[src/design/wvest_pkg.sv]
// shared types, widths and constants for the windowed velocity estimator
// used by wvest_ring, wvest_div and windowed_velocity_estimator_core
package wvest_pkg;

  localparam int unsigned RingDepthDef = 32;

  localparam int unsigned SampleW  = 32;
  localparam int unsigned WinW     = 5;
  localparam int unsigned ShiftW   = 4;
  localparam int unsigned CfgDataW = 5;
  localparam int unsigned CfgIdxW  = 1;

  // difference of two samples, then up to 15 bits of gain shift
  localparam int unsigned DiffW       = SampleW + 1;
  localparam int unsigned MagW        = 48;
  localparam int unsigned DivStepBits = 2;
  localparam int unsigned DivSteps    = MagW / DivStepBits;
  localparam int unsigned DivCntW     = $clog2(DivSteps);

  localparam logic [WinW-1:0]   WindowLenRst = 5'd29;
  localparam logic [ShiftW-1:0] GainShiftRst = 4'd0;

  localparam logic [SampleW-1:0] SpeedMax = 32'h7FFF_FFFF;
  localparam logic [SampleW-1:0] SpeedMin = 32'h8000_0000;

  typedef enum logic [CfgIdxW-1:0] {
    CFG_WINDOW_LEN = 1'b0,
    CFG_GAIN_SHIFT = 1'b1
  } cfg_idx_e;

  typedef enum logic [2:0] {
    ST_IDLE,
    ST_READ,
    ST_PREP,
    ST_DIV,
    ST_FINISH
  } seq_state_e;

  // request to the divider
  typedef struct packed {
    logic            start;
    logic [MagW-1:0] dividend;
    logic [WinW-1:0] divisor;
  } div_req_t;

endpackage

[src/design/wvest_ring.sv]
// sample ring: one write port, one registered read port
// depends on wvest_pkg for sample width and default depth
module wvest_ring import wvest_pkg::*; #(
  parameter int unsigned RING_DEPTH = RingDepthDef
) (
  input  logic                          clk_i,
  input  logic                          we_i,
  input  logic [$clog2(RING_DEPTH)-1:0] waddr_i,
  input  logic [SampleW-1:0]            wdata_i,
  input  logic [$clog2(RING_DEPTH)-1:0] raddr_i,
  output logic [SampleW-1:0]            rdata_o
);

  logic [SampleW-1:0] mem [RING_DEPTH];
  logic [SampleW-1:0] rdata_q;

  // read returns the old contents when the same slot is written
  always_ff @(posedge clk_i) begin
    if (we_i) begin
      mem[waddr_i] <= wdata_i;
    end
    rdata_q <= mem[raddr_i];
  end

  assign rdata_o = rdata_q;

endmodule

[src/design/wvest_div.sv]
// unsigned radix-4 restoring divider, two quotient bits per cycle
// depends on wvest_pkg for widths and the request struct
module wvest_div import wvest_pkg::*; (
  input  logic            clk_i,
  input  logic            rst_ni,
  input  div_req_t        req_i,
  output logic            done_o,
  output logic [MagW-1:0] quotient_o
);

  logic               busy_q;
  logic               done_q;
  logic [DivCntW-1:0] cnt_q;
  logic [WinW-1:0]    rem_q, rem_d;
  logic [MagW-1:0]    quo_q, quo_d;
  logic [WinW-1:0]    dvs_q;
  logic [WinW:0]      r_v;
  logic [MagW-1:0]    q_v;

  // dividend shifts out of the top, quotient bits shift in at the bottom
  always_comb begin
    r_v = {1'b0, rem_q};
    q_v = quo_q;
    for (int k = 0; k < DivStepBits; k++) begin
      r_v = {r_v[WinW-1:0], q_v[MagW-1]};
      q_v = {q_v[MagW-2:0], 1'b0};
      if (r_v >= {1'b0, dvs_q}) begin
        r_v    = r_v - {1'b0, dvs_q};
        q_v[0] = 1'b1;
      end
    end
    rem_d = r_v[WinW-1:0];
    quo_d = q_v;
  end

  always_ff @(posedge clk_i or negedge rst_ni) begin
    if (!rst_ni) begin
      busy_q <= 1'b0;
      done_q <= 1'b0;
      cnt_q  <= '0;
    end else begin
      done_q <= 1'b0;
      if (req_i.start) begin
        busy_q <= 1'b1;
        cnt_q  <= '0;
      end else if (busy_q) begin
        cnt_q <= cnt_q + 1'b1;
        if (cnt_q == DivCntW'(DivSteps - 1)) begin
          busy_q <= 1'b0;
          done_q <= 1'b1;
        end
      end
    end
  end

  always_ff @(posedge clk_i) begin
    if (req_i.start) begin
      rem_q <= '0;
      quo_q <= req_i.dividend;
      dvs_q <= req_i.divisor;
    end else if (busy_q) begin
      rem_q <= rem_d;
      quo_q <= quo_d;
    end
  end

  assign done_o     = done_q;
  assign quotient_o = quo_q;

endmodule

[src/design/windowed_velocity_estimator_core.sv]
// top level of the windowed velocity estimator, one channel
// depends on wvest_pkg, wvest_ring and wvest_div

// Each accepted position item is written into a ring of RING_DEPTH slots and
// compared with the sample taken window_len items earlier; the difference is
// shifted left by gain_shift, divided by window_len (truncating toward zero)
// and clipped to 32-bit signed, with tuser[0] flagging a clip. A window_len of
// zero acts as one, and a window that is a multiple of the ring depth gives
// zero. Slots not yet written since reset read as the first sample after
// reset, tracked by a fill count, so there is no clearing pass. An item
// passes through the accepting idle step, a ring read, a setup step, the
// divider (24 steps that retire two quotient bits each, then a done step)
// and a finish step; no new item is taken before that finish step. The
// result sits in an output register, so a new item can be accepted while
// the previous result waits; the finish step stalls only if that register
// is still full and not being taken. Configuration is to be written by the
// user only while the block is idle; the block itself does not enforce this.
module windowed_velocity_estimator_core import wvest_pkg::*; #(
  parameter int unsigned RING_DEPTH = RingDepthDef
) (
  input  logic                clk_i,
  input  logic                rst_ni,
  // configuration write port
  input  logic                cfg_we_i,
  input  logic [CfgIdxW-1:0]  cfg_idx_i,
  input  logic [CfgDataW-1:0] cfg_data_i,
  // input items
  input  logic                s_axis_tvalid,
  output logic                s_axis_tready,
  input  logic [SampleW-1:0]  s_axis_tdata,   // [31:0] position_sample
  // result items
  output logic                m_axis_tvalid,
  input  logic                m_axis_tready,
  output logic [SampleW-1:0]  m_axis_tdata,   // [31:0] speed_estimate
  output logic [0:0]          m_axis_tuser    // [0] saturated
);

  localparam int unsigned IdxW = $clog2(RING_DEPTH);
  localparam int unsigned CntW = $clog2(RING_DEPTH + 1);

  // configuration registers
  logic [WinW-1:0]   win_len_q;
  logic [ShiftW-1:0] gain_q;

  // sequencer and per-channel state
  seq_state_e        state_q, state_d;
  logic [IdxW-1:0]   head_q;
  logic [CntW-1:0]   cnt_q;
  logic [SampleW-1:0] seed_q;

  // item in flight
  logic [SampleW-1:0]      sample_q;
  logic                    same_slot_q;
  logic                    use_seed_q;
  logic signed [DiffW-1:0] diff_q;
  logic                    neg_q;

  // output register
  logic               m_valid_q;
  logic [SampleW-1:0] m_data_q;
  logic               m_sat_q;

  // sequencer outputs
  logic accept;
  logic out_load;

  logic [WinW-1:0]    win_eff;
  logic [IdxW-1:0]    back_lut [32];
  logic [IdxW-1:0]    back;
  logic [IdxW:0]      tail_sum;
  logic [IdxW:0]      tail_wrap;
  logic [IdxW-1:0]    tail;
  logic [CntW-1:0]    cnt_next;
  logic [IdxW-1:0]    head_next;
  logic [SampleW-1:0] ring_rdata;
  logic [SampleW-1:0] old_val;
  logic [DiffW-1:0]   diff_d;
  logic [MagW-1:0]    diff_ext;
  logic [MagW-1:0]    shifted;
  logic [MagW-1:0]    mag;
  div_req_t           div_req;
  logic               div_done;
  logic [MagW-1:0]    quotient;
  logic               sat_pos;
  logic               sat_neg;
  logic [SampleW-1:0] result;

  // ---------------------------------------------------------------------
  // configuration
  // ---------------------------------------------------------------------
  always_ff @(posedge clk_i or negedge rst_ni) begin
    if (!rst_ni) begin
      win_len_q <= WindowLenRst;
      gain_q    <= GainShiftRst;
    end else if (cfg_we_i) begin
      case (cfg_idx_e'(cfg_idx_i))
        CFG_WINDOW_LEN: win_len_q <= cfg_data_i[WinW-1:0];
        CFG_GAIN_SHIFT: gain_q    <= cfg_data_i[ShiftW-1:0];
        default: ;
      endcase
    end
  end

  // ---------------------------------------------------------------------
  // ring addressing
  // ---------------------------------------------------------------------
  // window of zero behaves as one
  assign win_eff = (win_len_q == '0) ? WinW'(1) : win_len_q;

  // distance back is the window modulo the ring depth, folded at elaboration
  for (genvar g = 0; g < 32; g++) begin : g_back
    assign back_lut[g] = IdxW'(g % RING_DEPTH);
  end
  assign back = back_lut[win_eff];

  // head plus depth minus distance stays below twice the depth
  assign tail_sum  = {1'b0, head_q} + (IdxW+1)'(RING_DEPTH) - {1'b0, back};
  assign tail_wrap = tail_sum - (IdxW+1)'(RING_DEPTH);
  assign tail      = (tail_sum >= (IdxW+1)'(RING_DEPTH)) ? tail_wrap[IdxW-1:0]
                                                          : tail_sum[IdxW-1:0];

  assign cnt_next  = (cnt_q < CntW'(RING_DEPTH)) ? cnt_q + 1'b1 : cnt_q;
  assign head_next = (head_q == IdxW'(RING_DEPTH - 1)) ? '0 : head_q + 1'b1;

  wvest_ring #(
    .RING_DEPTH (RING_DEPTH)
  ) u_ring (
    .clk_i   (clk_i),
    .we_i    (accept),
    .waddr_i (head_q),
    .wdata_i (s_axis_tdata),
    .raddr_i (tail),
    .rdata_o (ring_rdata)
  );

  // ---------------------------------------------------------------------
  // datapath around the divider
  // ---------------------------------------------------------------------
  // compared slot is the one just written, one never written, or one read from the ring
  assign old_val = same_slot_q ? sample_q : (use_seed_q ? seed_q : ring_rdata);
  assign diff_d  = {sample_q[SampleW-1], sample_q} - {old_val[SampleW-1], old_val};

  assign diff_ext = {{(MagW-DiffW){diff_q[DiffW-1]}}, diff_q};
  assign shifted  = diff_ext << gain_q;
  assign mag      = shifted[MagW-1] ? (~shifted + 1'b1) : shifted;

  assign div_req.start    = (state_q == ST_PREP);
  assign div_req.dividend = mag;
  assign div_req.divisor  = win_eff;

  wvest_div u_div (
    .clk_i      (clk_i),
    .rst_ni     (rst_ni),
    .req_i      (div_req),
    .done_o     (div_done),
    .quotient_o (quotient)
  );

  // clip the magnitude against the range of the sign in use
  assign sat_pos = !neg_q && (quotient[MagW-1:SampleW-1] != '0);
  assign sat_neg = neg_q && ((quotient[MagW-1:SampleW] != '0) ||
                             (quotient[SampleW-1] && (quotient[SampleW-2:0] != '0)));
  always_comb begin
    if (sat_pos) begin
      result = SpeedMax;
    end else if (sat_neg) begin
      result = SpeedMin;
    end else if (neg_q) begin
      result = ~quotient[SampleW-1:0] + 1'b1;
    end else begin
      result = quotient[SampleW-1:0];
    end
  end

  // ---------------------------------------------------------------------
  // sequencer
  // ---------------------------------------------------------------------
  always_comb begin
    state_d = state_q;
    case (state_q)
      ST_IDLE: begin
        if (s_axis_tvalid) begin
          state_d = ST_READ;
        end
      end
      ST_READ:  state_d = ST_PREP;
      ST_PREP:  state_d = ST_DIV;
      ST_DIV: begin
        if (div_done) begin
          state_d = ST_FINISH;
        end
      end
      ST_FINISH: begin
        if (!m_valid_q || m_axis_tready) begin
          state_d = ST_IDLE;
        end
      end
      default: state_d = ST_IDLE;
    endcase
  end

  always_comb begin
    s_axis_tready = 1'b0;
    out_load      = 1'b0;
    case (state_q)
      ST_IDLE:   s_axis_tready = 1'b1;
      ST_FINISH: out_load      = !m_valid_q || m_axis_tready;
      default: ;
    endcase
  end

  assign accept = s_axis_tvalid && s_axis_tready;

  always_ff @(posedge clk_i or negedge rst_ni) begin
    if (!rst_ni) begin
      state_q   <= ST_IDLE;
      head_q    <= '0;
      cnt_q     <= '0;
      seed_q    <= '0;
      m_valid_q <= 1'b0;
    end else begin
      state_q <= state_d;
      if (accept) begin
        head_q <= head_next;
        cnt_q  <= cnt_next;
        if (cnt_q == '0) begin
          seed_q <= s_axis_tdata;
        end
      end
      if (out_load) begin
        m_valid_q <= 1'b1;
      end else if (m_axis_tready) begin
        m_valid_q <= 1'b0;
      end
    end
  end

  // payload registers of the item in flight and of the result
  always_ff @(posedge clk_i) begin
    if (accept) begin
      sample_q    <= s_axis_tdata;
      same_slot_q <= (tail == head_q);
      // slots at or beyond the fill count are still unwritten
      use_seed_q  <= (CntW'(tail) >= cnt_next);
    end
    if (state_q == ST_READ) begin
      diff_q <= diff_d;
    end
    if (state_q == ST_PREP) begin
      neg_q <= shifted[MagW-1];
    end
    if (out_load) begin
      m_data_q <= result;
      m_sat_q  <= sat_pos || sat_neg;
    end
  end

  assign m_axis_tvalid   = m_valid_q;
  assign m_axis_tdata    = m_data_q;
  assign m_axis_tuser[0] = m_sat_q;

  // ---------------------------------------------------------------------
  // assertions
  // ---------------------------------------------------------------------
  a_accept_starts_read: assert property (@(posedge clk_i) disable iff (!rst_ni)
    accept |=> state_q == ST_READ)
    else $error("accepted item did not start a ring read");

  a_div_done_in_div: assert property (@(posedge clk_i) disable iff (!rst_ni)
    div_done |-> state_q == ST_DIV)
    else $error("divider finished outside the divide step");

  a_result_from_finish: assert property (@(posedge clk_i) disable iff (!rst_ni)
    $rose(m_valid_q) |-> $past(state_q) == ST_FINISH)
    else $error("result appeared without a finish step");

  a_sat_value: assert property (@(posedge clk_i) disable iff (!rst_ni)
    (m_valid_q && m_sat_q) |-> (m_data_q == SpeedMax || m_data_q == SpeedMin))
    else $error("clipped result is not a range limit");

  a_fill_bound: assert property (@(posedge clk_i) disable iff (!rst_ni)
    cnt_q <= CntW'(RING_DEPTH))
    else $error("fill count ran past the ring depth");

endmodule
[config.mk]
export PLATFORM = sky130hd
export DESIGN_NAME = windowed_velocity_estimator_core
export DESIGN_NICKNAME = d
export VERILOG_FILES = /design/src/design/wvest_pkg.sv /design/src/design/wvest_ring.sv /design/src/design/wvest_div.sv /design/src/design/windowed_velocity_estimator_core.sv
export SDC_FILE = /design/constraint.sdc
export NUM_CORES = 1
export LEC_CHECK = 0
export CAP_MARGIN = 20
export CORE_ASPECT_RATIO = 2
export CORE_MARGIN = 2
export CORE_UTILIZATION = 58
export DETAILED_ROUTE_END_ITERATION = 12
export DONT_BUFFER_PORTS = 1
export GPL_TIMING_DRIVEN = 0
export PLACE_DENSITY_LB_ADDON = 0.1
export SKIP_CTS_REPAIR_TIMING = 1
export SYNTH_ARGS = -nofsm -noshare
export SYNTH_HDL_FRONTEND = slang
export SYNTH_HIERARCHICAL = 1
export SYNTH_SLANG_ARGS = --single-unit
[constraint.sdc]
create_clock -name clk_i -period 4.1 [get_ports clk_i]
set_input_delay 1.025 -clock clk_i [delete_from_list [all_inputs] [get_ports clk_i]]
set_output_delay 1.025 -clock clk_i [all_outputs]
set_load 0.1 [all_outputs]
=== Yosys cells after proc, flatten, opt, wreduce, memory -nomap -nowiden ===
Memories as Yosys holds them, arrays and structs flattened. A register that Yosys moved wholly into a read port is not among the register bits.
Index checks and enable logic that the tools add are counted.

* Flip-flop bits (word level): 222
* Latch bits: 0
* Bits in writable memories: 1024
* Memory bits (read-only): 160
* Memories kept: 2

{| class="wikitable"
|+ Memory list
! name !! words !! bits a word !! rd ports !! clocked after memory_dff !! write ports !! RTL line !! text
|-
| u_ring.mem || 32 || 32 || 1 || 1 || 1 || wvest_ring.sv:14 || <nowiki>logic [SampleW-1:0] mem [RING_DEPTH];</nowiki>
|-
| (name not given) || 32 || 5 || 1 || 0 || 0 || windowed_velocity_estimator_core.sv:114 || <nowiki>assign back = back_lut[win_eff];</nowiki>
|}

* $add $sub $neg: 11
* Multiply operators: 0
* Div/mod/pow operators: 0
* Magnitude comparators: 6
* Eq/ne operators: 10
* Shift-type cells: 1
* Mux-type cells: 35
* Bitwise operators: 4
* Reductions and logical operators: 21

{| class="wikitable"
|+ Operators with widths
! kind !! number
|-
| $mux 48 || 3
|-
| $mux 32 || 4
|-
| $add 48x1->48 const B || 1
|-
| $not 48->48 || 1
|-
| $shl 48x4->48 || 1
|-
| $mux 5 || 9
|-
| $sub 32x32->33 || 1
|-
| $add 32x1->32 const B || 1
|-
| $not 32->32 || 1
|-
| $reduce_bool 31->1 || 1
|-
| $reduce_bool 17->1 || 1
|-
| $reduce_bool 16->1 || 1
|-
| $pmux 3 s5 || 1
|-
| $mux 1 || 14
|-
| $ge 6x5->1 || 2
|-
| $ge 6x6->1 const B || 2
|-
| $add 5x1->5 const B || 2
|-
| $eq 5x5->1 const B || 2
|-
| $sub 5x5->5 || 2
|-
| $mux 3 || 3
|-
| $add 5x6->6 const B || 1
|-
| $add 6x1->6 const B || 1
|-
| $eq 3x2->1 const B || 2
|-
| $ge 5x6->1 || 1
|-
| 20 further kinds || 30
|}

=== Longest topological paths before layout ===
Gate-level depths: netlist of run 1.

* Word-level depth: 10
* Gate-level depth with buffers: 16

=== Modules after synthesis ===
The synthesis of run 1 kept the hierarchy.

{| class="wikitable"
|+ By module, submodules not included
! module !! instances !! cells an instance !! area an instance (sq um)
|-
| wvest_ring || 1 || 2260 || 40485.1
|-
| windowed_velocity_estimator_core || 1 || 1369 || 12789.8
|-
| wvest_div || 1 || 226 || 3198.1
|}

=== Least setup slack after synthesis of run 1 ===
Ideal clock, no wire load.

* Kind: reg-to-reg
* Start: reg state_q[2]
* End: mem u_ring.mem[28][0] (enable)
* Setup time: 0.421 ns
* Arrival time: 5.803 ns
* Data required time: 3.679 ns
* Setup slack: -2.125 ns
* Stages on the path, launching flop included: 7
* Buffers on the path: 1
* Cell sequence: dfrtp_1 -> nor3_1 -> nand2_1 -> inv_1 -> or3b_2 -> clkbuf_1 -> nor2_1

* Word-level cells in the longest chain between the ends: 5

{| class="wikitable"
|+ RTL lines
! what !! RTL line !! text
|-
| start, declared || windowed_velocity_estimator_core.sv:46 || <nowiki>seq_state_e state_q, state_d;</nowiki>
|-
| start signal, assigned || windowed_velocity_estimator_core.sv:222 || <nowiki>state_q <= state_d;</nowiki>
|-
| $logic_not 3->1 || windowed_velocity_estimator_core.sv:205 || <nowiki>case (state_q)</nowiki>
|-
| $mux 1 || windowed_velocity_estimator_core.sv:205 ||
|-
| named net s_axis_tready || windowed_velocity_estimator_core.sv:29 || <nowiki>output logic s_axis_tready,</nowiki>
|-
| $logic_and 1x1->1 || windowed_velocity_estimator_core.sv:212 || <nowiki>assign accept = s_axis_tvalid && s_axis_tready;</nowiki>
|-
| named net accept || windowed_velocity_estimator_core.sv:64 || <nowiki>logic accept;</nowiki>
|-
| $mux 1 || wvest_ring.sv:19 || <nowiki>if (we_i) begin</nowiki>
|-
| $mux 1 (not written as such) || wvest_ring.sv:20 || <nowiki>mem[waddr_i] <= wdata_i;</nowiki>
|-
| end, declared || wvest_ring.sv:14 ||
|}

The timed path passes the listed nets, and every way through them passes these cells.

==> results.txt, run 1 <==
- Outcome: finished, violations left
- The final reports fail on negative setup slack.
* DRC: 0
- Setup repair after global routing could not meet its margin everywhere.
- The initial utilization of the core area, before any placement, comes to 58.5%.
- In this run the cell area of the synthesized design comes to 56500 um2.
- Number of levels the H-tree was split into: 3
- In this run the horizontal extent of the chip is 225 um.
- In the layout the commonest cells are edfxtp_1, mux2i_1, nand2_1.
* Ratio of cells with drive above 1 in the final layout: 15.2%
* Overall die area: 100000 um2
- TritonCTS created 106 clock buffers.
- Cell taking the most area after synthesis: edfxtp_1
- In this run the top signal layer used is met4.
* Fmax: 0.238 GHz
- Maximum single-stage delay on the critical path: 0.52 ns
- The area growth from synthesis to layout is 12.5%.
* Clock slew at the register clock pins of the worst setup and hold paths: 0.07 ns
- STA puts the critical path data required time at 4.58 ns.
* Endpoint class of the critical path: flop
- Headroom to the max-slew limit came out at 28.7%.
- Summed over all layers, the routed wires come to 154000 um.
- After synthesis the netlist holds a flip-flop and latch count of 1278.
* Largest net degree at the start of global routing: 64
- Routed wl met2: 88000 um
* Final cell utilization of the core: 65.8%
* Antenna violations before repair: 5
- Global-route wire length before repair: 219000 um
* Max IR drop VDD: 0.503 mV
* Total number of placement rows: 161
- Worst r2r src: gain_q[1]$_DFFE_PN0P_
- The congestion estimate from routability-driven global placement came to 1.01.
- Final max-slew violation count: 0
* HPWL Detailed: 111000 um
* CP startpoint kind: flop
- Traced cell by cell, the critical path runs through buf_12, buf_12, buf_12, buf_12, buf_12, or3_4, ha_4, inv_1, a221oi_2, nand3_1, nor4_4, nand3_4, or4_4, or2_1, o31ai_2, xnor2_1, mux2_2.
- For the worst-skew pair, the clock arrives at the later sink with an insertion delay of 0.73 ns.
- Startpoint-to-endpoint class of the critical path: reg2reg
* Global Route Usage Sum: 30.6%
- Setup-failing EPs final: 7
- Antenna-violating nets left: 0
- # nets final: 4140
- Count of flip-flops with a built-in enable after synthesis: 1178
* Detailed-route wire length per cell: 28.7 um
- Number of global-route vias before repair: 35500
* Static Leakage: 22.7 nW
* Cell area reported after detailed placement: 58900 um2
- FFs w/ async S/R, synth: 4.93%
- In this run, the number of DRC markers left after iteration 0 of detailed routing was 2354.
- In this run the power density over the cells is 574 nW/um2.
* Syn_nets: 3960
- The tree built by TritonCTS fans out to 1278 sinks.
- The floorplan step set the die height to 445 um.
- Max-capacitance violation count: 0
- The longest clock path from root to sink contains 3 buffers.
- Input and output buffers added on the ports amount to 0.
* Most frequent cell on the critical path: buf_12
- Syn. warnings: 6
- Period utilisation layout: 102%
* Setup Skew: 0.0336 ns
- After routing the design area is 63500 um2.
- Wire segments on met3 add up to 6360 um in the final route.
* Most frequent standard cell in the layout excluding fill and tap cells: edfxtp_1
- Sequential cells were found to cover 66.8% of the synthesized design area.
* Predominant post-synthesis flop cell: edfxtp_1
- The detailed router put a total of 45700 um of wire on met1.
- Worst EP arrival: 4.67 ns
* Root buffer selected by CTS: clkbuf_16
- In this run the worst path has a maximum fanout of 10.
- Per-cell via count in the routed design: 6.35
- Remaining global-route overflow: 0
- Gate count after technology mapping: 3855
- TritonCTS clock tree: built
- Time the worst path needs with I/O delays and setup: 4.20 ns
- For this design, the slowest cell found on the critical path is or4_4.
- The min-delay analysis places its worst path in the category in2async.
- Of the post-synthesis cell area, the dominant cell type holds 62.6%.
* Top-level I/O count: 78
- At the pin with the least slew margin, the transition time is 1.07 ns.
* Top cells by area in the synthesized netlist: edfxtp_1, mux2i_1, dfrtp_1, mux2_2, a21oi_1
- The number of hold-slack violations in the final timing report is 0.
- Count of different cell masters after synthesis: 94
* Length of the first detailed-routing pass in iterations: 7
- Core region area: 96500 um2
- The final route contains 34000 vias.
- Worst Setup SP: gain_q[1]$_DFFE_PN0P_
- Across all hold checks on the routed design, the worst slack comes to 0.130 ns.
- The average instance in the mapped netlist occupies 14.6 um2.
- Setup slack on the critical path of the routed design comes to -0.0964 ns.
[kinds of logic after synthesis]
group / after synthesis / share of synthesized area, %
DFF: 1278 / 66.8
AOI/OAI and AO/OA: 659 / 7.77
adders and majority gates: 62 / 1.43
buffers and inverters: 274 / 2.38
xor gates and xnor gates: 81 / 1.26
muxes: 731 / 13.9
and+or+nand+nor: 770 / 6.50
[sequential cells by signal, summed over array words and instances (netlist names), 6 cells and up]
register and count:
u_ring/mem 1024, u_div/quotient_o 48, diff_q 33, m_axis_tdata 32, sample_q 32, seed_q 32
u_ring/rdata_o 32, cnt_q 6
[area by class of cell]
cell class | count | area, um2
Timing Repair Buffer | 75 | 1080
Fill cell | 6961 | 33000
Inverter | 61 | 235
Buffer | 207 | 1310
Tap cell | 1222 | 1530
Clock inverter | 64 | 716
Sequential cell | 1278 | 37700
Antenna cell | 2 | 5.00
Multi-Input combinational cell | 2306 | 18100
Clock buffer | 136 | 2890
[critical path: cells and delay by family, from the launching register on]
| kind | cells | cell delay (ns) |
|---|---|---|
| AND/OR/NAND/NOR | 6 | 1.79 |
| XOR/XNOR | 1 | 0.09 |
| multiplexers | 1 | 0.27 |
| flip-flops | 1 | 0.38 |
| buffers and inverters | 6 | 0.76 |
| adder cells (fa/ha/maj) | 1 | 0.15 |
| AO/OA/AOI/OAI | 2 | 0.46 |
[where the power goes]
group          total (mW)  switching [mW]  internal, mW
Clock                10.5            4.63          5.88
Sequential           15.7           0.631          15.0
Combinational        10.3            6.35          3.94
[final timing paths]
path,to,slack [ns],cells after the start
setup / recovery,u_div/quotient_o[34]$_DFFE_PP_,-0.1,17
hold / removal,win_len_q[4]$_DFFE_PN1P_,0.13,0
setup reg to reg,u_div/quotient_o[34]$_DFFE_PP_,-0.1,17
hold reg to reg,neg_q$_DFFE_PP_,0.46,0
max in group asynchronous,cnt_q[4]$_DFFE_PN0P_,3.57,1
min in group clk_i,u_ring/mem[11][25]$_DFFE_PP_,0.39,0
[metal layers]
layer / up-vias / global-route usage [%]
met5: - / 0
met4: 0 / 21.7
met3: 528 / 4.94
met2: 1092 / 61.1
met1: 17000 / 26.7
li1: 15300 / -
[through the flow]
stage                     setup slack (ns)  cells  power (mW)  TNS (ns)
final                              -0.0964   5351        36.5    -0.437
after global routing                -0.137   5350        37.8     -1.29
after CTS                            -2.70   5311        36.2   -230.29
after detailed placement             -2.66   5111        25.8   -201.71
after global placement               -2.69   5077        25.7  -2214.29
after floorplan                     -0.253   3855        22.4   -179.62
[cells in the mapped netlist (23+ instances only)]
| cell type | number |
|---|---|
| dfxtp_1 | 37 |
| edfxtp_1 | 1178 |
| nand3_1 | 141 |
| a22o_1 | 67 |
| nor2b_1 | 24 |
| o21ai_0 | 69 |
| mux2_2 | 102 |
| xor2_1 | 31 |
| nor3_1 | 70 |
| mux2i_1 | 593 |
| nor2_1 | 186 |
| ha_1 | 58 |
| inv_1 | 60 |
| a21oi_1 | 200 |
| mux4_2 | 33 |
| buf_1 | 30 |
| o22ai_1 | 35 |
| xnor2_1 | 50 |
| nand2_1 | 212 |
| clkbuf_1 | 91 |
| a22oi_1 | 99 |
| buf_2 | 37 |
| buf_4 | 37 |
| dfrtp_1 | 59 |
| a31oi_1 | 44 |
| nand2b_1 | 23 |
Power figures use the tool's default switching activity.
==> run 2: changes to the inputs <==
- CAP_MARGIN: 20 -> unset
- CELL_PAD_IN_SITES_DETAIL_PLACEMENT: unset -> 0
- CELL_PAD_IN_SITES_GLOBAL_PLACEMENT: unset -> 1
- CORE_UTILIZATION: 58 -> 49
==> run 2 against run 1 <==
Compared with the run above: the run still ends with negative setup slack left; critical path type unchanged; sequential share of layout area fell by 0.65 points; routed wire length rose by 8.0%; via count barely moved; total power rose by 1.2%; utilization fell by 9.8 points; fmax fell by 0.38%.
==> results.txt, run 2 (synthesized netlist as in run 1, its figures left out) <==
- Endpoint class of the critical path: flop
* Switching part of the total power: 32.9%
- Row generation in the floorplan step produced 176 rows.
* CP startpoint kind: flop
- Largest net degree at the start of global routing: 64
- Largest register FFs: 1024
- Via count: 33900
- Setup repair after global routing could not meet its margin everywhere.
- Summed over all failing endpoints, the final setup total negative slack is -0.244 ns.
- Dividing total power by cell area gives a power density of 575 nW/um2.
- Die extent in x: 244 um
* Largest fanout on the critical path: 8
- Worst r2r src: gain_q[1]$_DFFE_PN0P_
- The core region is 115000 um2.
- The checks that failed: negative setup slack.
- Endpoint of the worst setup timing path: u_div/quotient_o[40]$_DFFE_PP_
* Most frequent cell on the critical path: buf_12
* Capturing point of the worst reg2reg path: u_div/quotient_o[40]$_DFFE_PP_
- Power comes to 36.9 mW.
* Switching pwr: 12.2 mW
* Register ranked first by flip-flop count: u_ring/mem
- Cell internal power was estimated by the tool at 24.8 mW.
- Time the worst path needs with I/O delays and setup: 4.21 ns
- The min-delay analysis places its worst path in the category in2async.
* Length of the first detailed-routing pass in iterations: 6
- Relative slew margins: 3.73%
- Die height: 484 um
* HPWL Detailed: 119000 um
- Worst EP arrival: 4.69 ns
* Most frequent standard cell in the layout excluding fill and tap cells: edfxtp_1
- Using the TritonRoute via totals, the vias-per-cell ratio works out to 5.99.
* Global placer's final weighted congestion: 0.980
- The count of cells in the finished layout, fillers not included, comes to 5667.
- Hold is met by 0.129 ns.
- Max IR drop VDD: 0.604 mV
- In this run the static leakage power is 22.9 nW.
- Max-capacitance violation count: 0
- Setup-failing EPs final: 3
* Starting Density: 49.2%
- In the global route stage, overall resource usage came out at 27.6%.
- The run finished, with violations left.
- Reg2reg path depth: 18
- For this run, design rule violations remaining after detail routing come to 0.
- CTS Sinks: 1278
- Between clock sinks in the finished design, the worst skew comes to 0.0169 ns.
- The final layout contains 4162 nets.
* Clock latency on the worst-skew pair: 0.73 ns
- Buffers added on ports: 0
- Remaining global-route overflow: 0
* Number of CTS-inserted buffers: 109
* Maximum buffer depth of the clock tree: 3
* Global-route wire length before repair: 233000 um
* Startpoint-to-endpoint class of the critical path: reg2reg
- In this design, the stage delay of the slowest critical-path cell is 0.60 ns.
* Fmax: 0.237 GHz
- Cell chain of the critical path: buf_12, buf_12, buf_12, buf_12, buf_12, or3_4, ha_4, inv_2, a221oi_4, nand3_2, nor4_4, buf_4, nand3_4, or4_4, or3_4, o21ai_1, a32oi_1, mux2_4
- Final cell utilization of the core: 56.0%
- The die covers 118000 um2.
- Cell with the largest stage delay on the worst path: or4_4
* Final max-slew violation count: 0
- Cell count after placement: 5400
* TritonCTS clock tree: built
* Count of endpoints failing hold in the final timing report: 0
- Number of levels the H-tree was split into: 3
- Period utilisation layout: 103%
* Number of global-route vias before repair: 35000
- Clock slew at the register clock pins of the worst setup and hold paths: 0.07 ns
* Detailed-route wire length per cell: 29.3 um
- From synthesis to final layout, the design area changed by 13.7%.
- Sequential cell fraction of total power: 42.4%
- Logic gate share of total power: 29.1%
- The most critical setup path has its startpoint at gain_q[1]$_DFFE_PN0P_.
- Top-level I/O count: 78
* 1st-iter DRT viols: 2081
* Root buffer selected by CTS: clkbuf_16
- The count of nets left with antenna violations once routing finished came out at 0.
- Highest-count cells in the layout ignoring fill and taps: edfxtp_1, mux2i_1, nand2_1
- Clk pwr share: 28.5%
- For this block, the routed nets add up to 166000 um of wire.
- Reg-to-reg setup timing slack: -0.11 ns
- Antenna violations before repair: 2
- Across all setup checks in the final design, the least slack found is -0.113 ns.
* Worst-margin pin slew: 1.43 ns
- The post-route netlist has 16.4% of its cells at a drive strength greater than 1.
* Data required time at the worst endpoint: 4.58 ns
-- run 2: how the worst min path moves through the flow --
stage                                    start                        to  slack (ns)
after floorplan           diff_q[32]$_DFFE_PP_           neg_q$_DFFE_PP_        0.42
after CTS                               rst_ni      cnt_q[4]$_DFFE_PN0P_       -0.07
after detailed placement  diff_q[32]$_DFFE_PP_           neg_q$_DFFE_PP_        0.44
final                                   rst_ni  win_len_q[4]$_DFFE_PN1P_        0.13
after global routing                    rst_ni  win_len_q[3]$_DFFE_PN1P_        0.09
after global placement    diff_q[32]$_DFFE_PP_           neg_q$_DFFE_PP_        0.45
-- run 2: critical path, delay by kind of cell (launching register included) --
family                     cells  cell delay [ns]
DFF                            1             0.54
buffers and inverters          7             0.86
muxes                          1             0.31
and+or+nand+nor                6             1.66
adders and majority gates      1             0.13
AOI/OAI and AO/OA              3             0.43
-- run 2: area by class of cell --
class / instances / area [um2]
Antenna cell: 3 / 7.51
Buffer: 208 / 1320
Clock buffer: 125 / 2890
Clock inverter: 80 / 707
Fill cell: 9402 / 50500
Inverter: 61 / 234
Multi-Input combinational cell: 2307 / 18200
Sequential cell: 1278 / 37700
Tap cell: 1513 / 1890
Timing Repair Buffer: 92 / 1230
-- run 2: power by group through the flow --
stage | clock (mW) | combinational (mW) | sequential, mW
final | 10.5 | 10.7 | 15.7
after global routing | 11.2 | 11.4 | 15.7
after CTS | 10.7 | 10.3 | 15.7
after detailed placement | 0 | 10.3 | 15.9
after global placement | 0 | 10.2 | 16.0
after floorplan | 0 | 6.78 | 15.7
-- run 2: metal layers --
metal / global-route usage [%] / share of wire [%] / vias up
met5: 0 / 0 / -
met4: 16.7 / 7.2 / 0
met3: 3.50 / 3.5 / 450
met2: 56.8 / 59 / 895
met1: 24.4 / 30 / 17200
li1: - / - / 15400
-- run 2: stage by stage --
step	worst slack, ns	instance area (um2)
3_5_place_dp	-2.55	59300
6_report	-0.113	64200
4_1_cts	-2.57	62900
5_1_grt	-0.179	64200
3_3_place_gp	-2.63	58500
2_1_floorplan	-0.253	56600
